[config.mk]
export PLATFORM = sky130hd
export DESIGN_NAME = force_field_obstacle_steering_unit
export DESIGN_NICKNAME = d
export VERILOG_FILES = /design/src/hdl/ffos_pkg.sv /design/src/hdl/ffos_force.sv /design/src/hdl/ffos_drive.sv /design/src/hdl/force_field_obstacle_steering_unit.sv
export SDC_FILE = /design/constraint.sdc
export NUM_CORES = 2
export LEC_CHECK = 0
export ABC_AREA = 1
export BUFFER_PORTS_ARGS = -buffer_cell sky130_fd_sc_hd__buf_2
export CORE_ASPECT_RATIO = 1.1
export CORE_MARGIN = 8
export CORE_UTILIZATION = 30
export CTS_BUF_LIST = sky130_fd_sc_hd__clkbuf_16
export DETAILED_ROUTE_END_ITERATION = 10
export GPL_TIMING_DRIVEN = 0
export PLACE_DENSITY_LB_ADDON = 0.08
export REMOVE_ABC_BUFFERS = 1
export SYNTH_ARGS = -nofsm -noshare
export SYNTH_HDL_FRONTEND = slang
export SYNTH_SLANG_ARGS = --single-unit
[constraint.sdc]
create_clock -name clk -period 10.71 [get_ports clk]
set_input_delay 1.071 -clock clk [delete_from_list [all_inputs] [get_ports clk]]
set_output_delay 1.071 -clock clk [all_outputs]
set_load 0.1 [all_outputs]
[src/hdl/ffos_pkg.sv]
// shared types and constants for the force field obstacle steering unit
package ffos_pkg;

	// default sample width of one proximity sensor
	localparam int SAMPLE_WIDTH_DEF = 10;

	// field widths
	localparam int CFG_W     = 10;
	localparam int CFG_IDX_W = 2;
	localparam int DRIVE_W   = 11;
	localparam int NOISE_W   = 6;
	localparam int ANGLE_W   = 9;
	localparam int LIMIT_W   = 10;
	localparam int THRESH_W  = 10;

	// steering constants
	localparam int BIAS      = 10;
	localparam int ANGLE_LO  = 90;
	localparam int ANGLE_HI  = 270;
	localparam int GAIN_SHIFT = 6;

	// register reset values
	localparam int THRESH_RST = 5;
	localparam int LIMIT_RST  = 511;

	typedef logic [ANGLE_W-1:0]        angle_t;
	typedef logic [THRESH_W-1:0]       thresh_t;
	typedef logic [LIMIT_W-1:0]        limit_t;
	typedef logic signed [DRIVE_W-1:0] drive_t;
	typedef logic signed [NOISE_W-1:0] noise_t;

	// configuration register indexes
	typedef enum logic [CFG_IDX_W-1:0] {
		REG_NOISE_THRESHOLD = 2'd0,
		REG_DRIVE_LIMIT     = 2'd1,
		REG_VERTICAL_MODE   = 2'd2
	} cfg_reg_t;

	// heading bias control handed from the force stage to the drive stage
	typedef struct packed {
		logic active;
		logic up;
	} bias_t;

endpackage

[src/hdl/ffos_force.sv]
// force stage: sample thresholding, force sums, per-wheel gain multiply and heading bias decision
module ffos_force #(
	parameter int SAMPLE_WIDTH = ffos_pkg::SAMPLE_WIDTH_DEF,
	localparam int SUM_W = SAMPLE_WIDTH + 3,
	localparam int S_W   = SAMPLE_WIDTH + 4,
	localparam int P_W   = S_W + ffos_pkg::DRIVE_W
) (
	input  logic                        clk,
	input  logic                        en,
	input  logic [4*SAMPLE_WIDTH-1:0]   prox_low,
	input  logic [4*SAMPLE_WIDTH-1:0]   prox_high,
	input  ffos_pkg::drive_t            desired_left,
	input  ffos_pkg::drive_t            desired_right,
	input  ffos_pkg::noise_t            noise_x,
	input  ffos_pkg::noise_t            noise_y,
	input  ffos_pkg::angle_t            tilt_angle,
	input  ffos_pkg::thresh_t           noise_threshold,
	input  logic                        vertical_mode,
	output logic signed [P_W-1:0]       prod_left_s2,
	output logic signed [P_W-1:0]       prod_right_s2,
	output ffos_pkg::drive_t            drive_left_s2,
	output ffos_pkg::drive_t            drive_right_s2,
	output ffos_pkg::bias_t             bias_s2
);

	localparam int CMP_W = (SAMPLE_WIDTH > ffos_pkg::THRESH_W) ?
		SAMPLE_WIDTH : ffos_pkg::THRESH_W;

	logic [SAMPLE_WIDTH-1:0] raw [8];
	logic [SAMPLE_WIDTH-1:0] p   [8];
	logic signed [SUM_W-1:0] x, y, nx, ny;
	logic signed [S_W-1:0]   s_add, s_sub, s_left, s_right;
	logic signed [P_W-1:0]   prod_left, prod_right;
	ffos_pkg::bias_t         bias;

	// unpack and threshold the samples
	always_comb begin
		for (int i = 0; i < 4; i++) begin
			raw[i]   = prox_low[i*SAMPLE_WIDTH +: SAMPLE_WIDTH];
			raw[i+4] = prox_high[i*SAMPLE_WIDTH +: SAMPLE_WIDTH];
		end
		for (int i = 0; i < 8; i++) begin
			p[i] = (CMP_W'(raw[i]) < CMP_W'(noise_threshold)) ? '0 : raw[i];
		end
	end

	// weighted force sums with dither
	function automatic logic signed [SUM_W-1:0] ext(input logic [SAMPLE_WIDTH-1:0] v);
		return $signed({3'b000, v});
	endfunction

	assign nx = {{(SUM_W-ffos_pkg::NOISE_W){noise_x[ffos_pkg::NOISE_W-1]}}, noise_x};
	assign ny = {{(SUM_W-ffos_pkg::NOISE_W){noise_y[ffos_pkg::NOISE_W-1]}}, noise_y};

	assign x = -ext(p[0]) - ext(p[1] >> 1) + ext(p[3] >> 1) + ext(p[4])
		+ ext(p[5] >> 1) - ext(p[7] >> 1) + nx;
	assign y = ext(p[1] >> 1) + ext(p[2] >> 2) + ext(p[3] >> 1)
		- ext(p[5] >> 1) - ext(p[6] >> 2) - ext(p[7] >> 1) + ny;

	assign s_add = S_W'(x) + S_W'(y);
	assign s_sub = S_W'(x) - S_W'(y);

	// gain term picked by the sign of each drive
	assign s_left  = desired_left[ffos_pkg::DRIVE_W-1]  ? s_add : s_sub;
	assign s_right = desired_right[ffos_pkg::DRIVE_W-1] ? s_sub : s_add;

	assign prod_left  = P_W'(desired_left) * P_W'(s_left);
	assign prod_right = P_W'(desired_right) * P_W'(s_right);

	// tilt heading bias decision
	assign bias.active = vertical_mode && (desired_left != '0) && (desired_right != '0);
	assign bias.up     = (tilt_angle > ffos_pkg::angle_t'(ffos_pkg::ANGLE_LO)) &&
		(tilt_angle < ffos_pkg::angle_t'(ffos_pkg::ANGLE_HI));

	// stage register
	always_ff @(posedge clk) begin
		if (en) begin
			prod_left_s2   <= prod_left;
			prod_right_s2  <= prod_right;
			drive_left_s2  <= desired_left;
			drive_right_s2 <= desired_right;
			bias_s2        <= bias;
		end
	end

endmodule

[src/hdl/ffos_drive.sv]
// drive stage: gain correction, heading bias and saturation
module ffos_drive #(
	parameter int SAMPLE_WIDTH = ffos_pkg::SAMPLE_WIDTH_DEF,
	localparam int P_W = SAMPLE_WIDTH + 4 + ffos_pkg::DRIVE_W
) (
	input  logic                   clk,
	input  logic                   en,
	input  logic signed [P_W-1:0]  prod_left_s2,
	input  logic signed [P_W-1:0]  prod_right_s2,
	input  ffos_pkg::drive_t       drive_left_s2,
	input  ffos_pkg::drive_t       drive_right_s2,
	input  ffos_pkg::bias_t        bias_s2,
	input  ffos_pkg::limit_t       drive_limit,
	output ffos_pkg::drive_t       left_drive,
	output ffos_pkg::drive_t       right_drive
);

	localparam int R_W = SAMPLE_WIDTH + 12;

	logic signed [R_W-1:0] term_l, term_r, d_l, d_r, sum_l, sum_r;
	logic signed [R_W-1:0] bias_l, bias_r, lim, v_l, v_r;
	ffos_pkg::drive_t      left_q, right_q;

	// floor divide by 64 and apply on the side of the drive sign
	assign term_l = R_W'(prod_left_s2 >>> ffos_pkg::GAIN_SHIFT);
	assign term_r = R_W'(prod_right_s2 >>> ffos_pkg::GAIN_SHIFT);
	assign d_l    = R_W'(drive_left_s2);
	assign d_r    = R_W'(drive_right_s2);
	assign sum_l  = drive_left_s2[ffos_pkg::DRIVE_W-1]  ? d_l - term_l : d_l + term_l;
	assign sum_r  = drive_right_s2[ffos_pkg::DRIVE_W-1] ? d_r - term_r : d_r + term_r;

	// heading bias
	always_comb begin
		bias_l = '0;
		bias_r = '0;
		if (bias_s2.active) begin
			bias_l = bias_s2.up ? R_W'(ffos_pkg::BIAS) : -R_W'(ffos_pkg::BIAS);
			bias_r = -bias_l;
		end
	end

	assign v_l = sum_l + bias_l;
	assign v_r = sum_r + bias_r;
	assign lim = $signed(R_W'(drive_limit));

	// saturation to plus or minus the limit
	function automatic ffos_pkg::drive_t sat(input logic signed [R_W-1:0] v,
		input logic signed [R_W-1:0] l);
		logic signed [R_W-1:0] r;
		r = v;
		if (v > l) r = l;
		else if (v < -l) r = -l;
		return ffos_pkg::DRIVE_W'(r);
	endfunction

	// result register
	always_ff @(posedge clk) begin
		if (en) begin
			left_q  <= sat(v_l, lim);
			right_q <= sat(v_r, lim);
		end
	end

	assign left_drive  = left_q;
	assign right_drive = right_q;

endmodule

[src/hdl/force_field_obstacle_steering_unit.sv]
// top level of the force field obstacle steering unit
// throughput: one word per cycle; each stage holds its word only while downstream is full
// stages: input register, force sums and gain multiply, correction and saturation
// reset: all valid bits clear, registers return to threshold 5, limit 511, vertical off
module force_field_obstacle_steering_unit #(
	parameter int SAMPLE_WIDTH = ffos_pkg::SAMPLE_WIDTH_DEF
) (
	input  logic                              clk,
	input  logic                              arst_n,
	input  logic                              in_valid,
	output logic                              in_ready,
	input  logic [4*SAMPLE_WIDTH-1:0]         prox_low,
	input  logic [4*SAMPLE_WIDTH-1:0]         prox_high,
	input  ffos_pkg::drive_t                  desired_left,
	input  ffos_pkg::drive_t                  desired_right,
	input  ffos_pkg::noise_t                  noise_x,
	input  ffos_pkg::noise_t                  noise_y,
	input  ffos_pkg::angle_t                  tilt_angle,
	output logic                              out_valid,
	input  logic                              out_ready,
	output ffos_pkg::drive_t                  left_drive,
	output ffos_pkg::drive_t                  right_drive,
	input  logic                              cfg_en,
	input  logic [ffos_pkg::CFG_IDX_W-1:0]    cfg_index,
	input  logic [ffos_pkg::CFG_W-1:0]        cfg_data
);

	localparam int P_W = SAMPLE_WIDTH + 4 + ffos_pkg::DRIVE_W;

	ffos_pkg::thresh_t  thresh_q;
	ffos_pkg::limit_t   limit_q;
	logic               vmode_q;

	logic               v_s1, v_s2, v_s3;
	logic               en1, en2, en3;

	logic [4*SAMPLE_WIDTH-1:0] prox_low_s1, prox_high_s1;
	ffos_pkg::drive_t   dl_s1, dr_s1;
	ffos_pkg::noise_t   nx_s1, ny_s1;
	ffos_pkg::angle_t   angle_s1;

	logic signed [P_W-1:0] prod_left_s2, prod_right_s2;
	ffos_pkg::drive_t   drive_left_s2, drive_right_s2;
	ffos_pkg::bias_t    bias_s2;

	// configuration registers
	always_ff @(posedge clk or negedge arst_n) begin
		if (!arst_n) begin
			thresh_q <= ffos_pkg::thresh_t'(ffos_pkg::THRESH_RST);
			limit_q  <= ffos_pkg::limit_t'(ffos_pkg::LIMIT_RST);
			vmode_q  <= 1'b0;
		end else if (cfg_en) begin
			case (ffos_pkg::cfg_reg_t'(cfg_index))
				ffos_pkg::REG_NOISE_THRESHOLD: thresh_q <= cfg_data[ffos_pkg::THRESH_W-1:0];
				ffos_pkg::REG_DRIVE_LIMIT:     limit_q  <= cfg_data[ffos_pkg::LIMIT_W-1:0];
				ffos_pkg::REG_VERTICAL_MODE:   vmode_q  <= cfg_data[0];
				default: ;
			endcase
		end
	end

	// stage enables: a stage loads when it is empty or its word moves on
	assign en3      = !v_s3 || out_ready;
	assign en2      = !v_s2 || en3;
	assign en1      = !v_s1 || en2;
	assign in_ready = en1;
	assign out_valid = v_s3;

	// valid bits
	always_ff @(posedge clk or negedge arst_n) begin
		if (!arst_n) begin
			v_s1 <= 1'b0;
			v_s2 <= 1'b0;
			v_s3 <= 1'b0;
		end else begin
			if (en1) v_s1 <= in_valid;
			if (en2) v_s2 <= v_s1;
			if (en3) v_s3 <= v_s2;
		end
	end

	// input register
	always_ff @(posedge clk) begin
		if (en1 && in_valid) begin
			prox_low_s1  <= prox_low;
			prox_high_s1 <= prox_high;
			dl_s1        <= desired_left;
			dr_s1        <= desired_right;
			nx_s1        <= noise_x;
			ny_s1        <= noise_y;
			angle_s1     <= tilt_angle;
		end
	end

	ffos_force #(.SAMPLE_WIDTH(SAMPLE_WIDTH)) u_force (
		.clk             (clk),
		.en              (en2),
		.prox_low        (prox_low_s1),
		.prox_high       (prox_high_s1),
		.desired_left    (dl_s1),
		.desired_right   (dr_s1),
		.noise_x         (nx_s1),
		.noise_y         (ny_s1),
		.tilt_angle      (angle_s1),
		.noise_threshold (thresh_q),
		.vertical_mode   (vmode_q),
		.prod_left_s2    (prod_left_s2),
		.prod_right_s2   (prod_right_s2),
		.drive_left_s2   (drive_left_s2),
		.drive_right_s2  (drive_right_s2),
		.bias_s2         (bias_s2)
	);

	ffos_drive #(.SAMPLE_WIDTH(SAMPLE_WIDTH)) u_drive (
		.clk            (clk),
		.en             (en3),
		.prod_left_s2   (prod_left_s2),
		.prod_right_s2  (prod_right_s2),
		.drive_left_s2  (drive_left_s2),
		.drive_right_s2 (drive_right_s2),
		.bias_s2        (bias_s2),
		.drive_limit    (limit_q),
		.left_drive     (left_drive),
		.right_drive    (right_drive)
	);

	// left result stays within the configured limit
	assert property (@(posedge clk) disable iff (!arst_n)
		out_valid |-> ($signed(left_drive) <= $signed({1'b0, limit_q})) &&
		($signed(left_drive) >= -$signed({1'b0, limit_q})))
		else $error("left drive outside limit");

	// right result stays within the configured limit
	assert property (@(posedge clk) disable iff (!arst_n)
		out_valid |-> ($signed(right_drive) <= $signed({1'b0, limit_q})) &&
		($signed(right_drive) >= -$signed({1'b0, limit_q})))
		else $error("right drive outside limit");

	// input stalls only when every stage is full and the output is held
	assert property (@(posedge clk) disable iff (!arst_n)
		!in_ready |-> v_s1 && v_s2 && v_s3 && !out_ready)
		else $error("input stalled with room in the pipeline");

	// a word in the middle stage reaches the output stage once it frees up
	assert property (@(posedge clk) disable iff (!arst_n)
		v_s2 && en3 |=> v_s3)
		else $error("word lost between stages");

endmodule

==> results.md <==
* Status: finished with violations
* Failing checks: negative setup slack
* First-pass DRT Iterations at 5
* Critical path startpoint: thresh_q[2]
* WP data required at ~11 ns
* Io pins at 164
* Setup Skew at 0.0408 ns
* Die Ht at 364 um
* RSZ-0062 raised after global routing: yes
* Fillers at 11400
* Drt total wl at 106000 um
* Yosys top cell area share at 0.214
* Fmax at 86.6 MHz
* Worst hold start: v_s2
* CP max stage delay at 0.65 ns
* Std-Cell Core Area at 0.109 mm2
* Top_reg_cell synth: edfxtp_1
* Layout area overhead at 25.6%
* Gpl congestion at 0.852
* Residual DRC at 0
* First-pass GRT wire length at 164000 um
* Layout cells sized above 1 at 0.233
* Main area contributors after synthesis: fa_1 (21%), edfxtp_1 (19%), ha_1 (14%), nand2_1 (10%), inv_1 (9.9%)
* Register area at 0.00684 mm2
* 1st-iter DRT viols at 1016
* Via count at 27000
* WL per Instance at 18.0 um
* CTS Buffer Depth at 3
* Ys Warns at 0
* CTS sink count at 231
* Initial antenna violation count at 0
* Remaining antenna violation count at 0
* Htree depth at 2
* Vias per inst at 4.58
* Area of the multi-input gates at 0.0257 mm2
* Crit share post-route at 1.08
* Grt total ovfl at 0
* Reg2reg start: thresh_q[2]
* Critical Path AT at 11.85 ns
* Synthesized cell area at around 0.033 mm2
* Synth Area per Inst at 8.07 um2
* Initial Utilization at 0.303
* Count leader, synth: nand2_1
* ANT cells at 0
* GRT Util Overall at 0.173
* Worst Path Max Fanout at 7
* EDFF count, synth at 207
* Buffers on Ports at 163
* CTS clk-pin slew, worst paths at 0.06 ns
* Die Area at 0.121 mm2
* Final hold violation count at 0
* Final core utilization at 0.380
* Seq/Total Area, Yosys at 0.207
* Clock Tree Root: clkbuf_16
* Mapped Cells at 4096
* Nets@finish at 5325
* Worst setup SP type: register
* Setup crit end kind: register
* Max-cap viol count at 0
* Largest net degree at the start of global routing at 73
* Hold Path Class: reg -> reg
* Vias in the first global route at 28900
* CTS buffer count at 35
* Post-synth top cells: nand2_1 (900), inv_1 (873), ha_1 (379), fa_1 (354), nor2_1 (292)
* CTS tree: yes
* Yosys top cell by area: fa_1
* Slowest cell on the critical path: dfstp_2
* Synthesis-stage register bit count at 231
* Latest clock arrival within the worst-skew pair at 0.59 ns
* Worst Slack Setup Final at -0.844 ns
* Post-DP Area at 0.0355 mm2
* Min Tclk post-route at 11.55 ns
* Die Wd at 332 um
* Worst Tran Pin Value at 1.31 ns
* CP Class: reg -> reg
* DP HPWL at 87300 um
* Rows at 127
* Rel. slew slack at 0.118
* Synth cell types at 55
* Setup violators final at 30
* Post-synth ARST share at 0.104
* Final max-slew violation count at 0
* Final instance area at 0.0415 mm2
-- worst max-delay path, delay by kind of cell, from the launching register on --
kind                       cells  cell delay, ns
adders and majority gates     12            5.02
AOI/OAI and AO/OA             14            1.88
buffers and inverters         17            1.81
and+or+nand+nor               12            1.12
xor gates and xnor gates       5            0.77
DFF                            1            0.65
-- cell usage in the layout, fill, tap and decap left out, types with 27 or more instances in the layout --
master     count
nand2_1      804
inv_1        789
fa_1         333
ha_1         307
nor2_1       259
edfxtp_1     207
buf_4        172
nand3_1      165
buf_2        163
a21oi_1      141
o21ai_0       95
xor2_1        94
nand2_2       77
inv_2         72
ha_4          66
xnor2_1       48
a21oi_2       47
nand4_1       40
clkbuf_16     38
nor2_2        35
nand2_4       35
o21ai_2       27
-- final timing paths --
path | slack [ns] | cells after the start | to
setup / recovery | -0.84 | 60 | u_force.prod_right_s2[23]
hold / removal | 0.44 | 2 | out_valid
setup reg to reg | -0.84 | 60 | u_force.prod_right_s2[23]
hold reg to reg | 0.44 | 2 | out_valid
max in group asynchronous | 9.79 | 1 | thresh_q[1]
min in group asynchronous | 0.48 | 1 | v_s1
-- registers in the layout (all words and copies together), names as in the netlist --
register / count
u_force.prod_right_s2: 19
u_drive.left_drive: 11
prox_high_s1: 40
vmode_q: 1
ny_s1: 6
prox_low_s1: 40
dl_s1: 11
u_force.bias_s2: 2
u_force.drive_left_s2: 11
nx_s1: 6
dr_s1: 11
limit_q: 10
u_force.prod_left_s2: 19
out_valid: 1
angle_s1: 9
v_s2: 1
u_drive.right_drive: 11
thresh_q: 10
v_s1: 1
u_force.drive_right_s2: 11
-- kinds of logic (layout without fill, tap and decap cells) --
kind of cell / Yosys count / in the layout / share of synthesized area
AND/OR/NAND/NOR: 1544 / 1544 / 0.198
buffers and inverters: 935 / 1318 / 0.107
adder cells (fa/ha/maj): 733 / 733 / 0.358
AO/OA/AOI/OAI: 470 / 470 / 0.0809
flip-flops: 231 / 231 / 0.207
XOR/XNOR: 183 / 183 / 0.0494
-- stage by stage --
step	worst slack, ns	std cells	hold WS [ns]	TNS, ns
4_1_cts	-1.02	5812	0.449	-22.38
2_1_floorplan	-0.748	4045	0.423	-7.70
6_report	-0.844	5898	0.444	-17.94
3_3_place_gp	-3.65	5627	0.432	-96.04
3_5_place_dp	-3.64	5631	0.445	-94.92
5_1_grt	-1.33	5898	0.466	-31.51
-- repair_timing --
action,in CTS,in global routing
setup endpoints to repair,38,36
buffers inserted,118,87
pin swaps,198,227
hold endpoints to repair,0,0
gates resized for setup,459,279
hold buffers,0,0
-- layout make-up --
type / instances / share of cell area
clock buffers: 38 / 0.0229
clock inverters: 26 / 0.00552
inverters: 884 / 0.0819
multi-input cells: 2930 / 0.619
flip-flops and latches: 231 / 0.165
well taps: 1419 / 0.0428
repair buffers: 370 / 0.0634
-- routing by layer --
metal | global-route usage | routed length, um | up-vias
li1 | - | - | 13600
met1 | 0.203 | 45000 | 12900
met2 | 0.326 | 54700 | 398
met3 | 0.0201 | 2920 | 138
met4 | 0.0562 | 3660 | 0
met5 | 0 | 0 | -
Power is left out: the tool's default activity adds up to more than one toggle a clock period on the data nets, which glitch-free logic cannot reach.
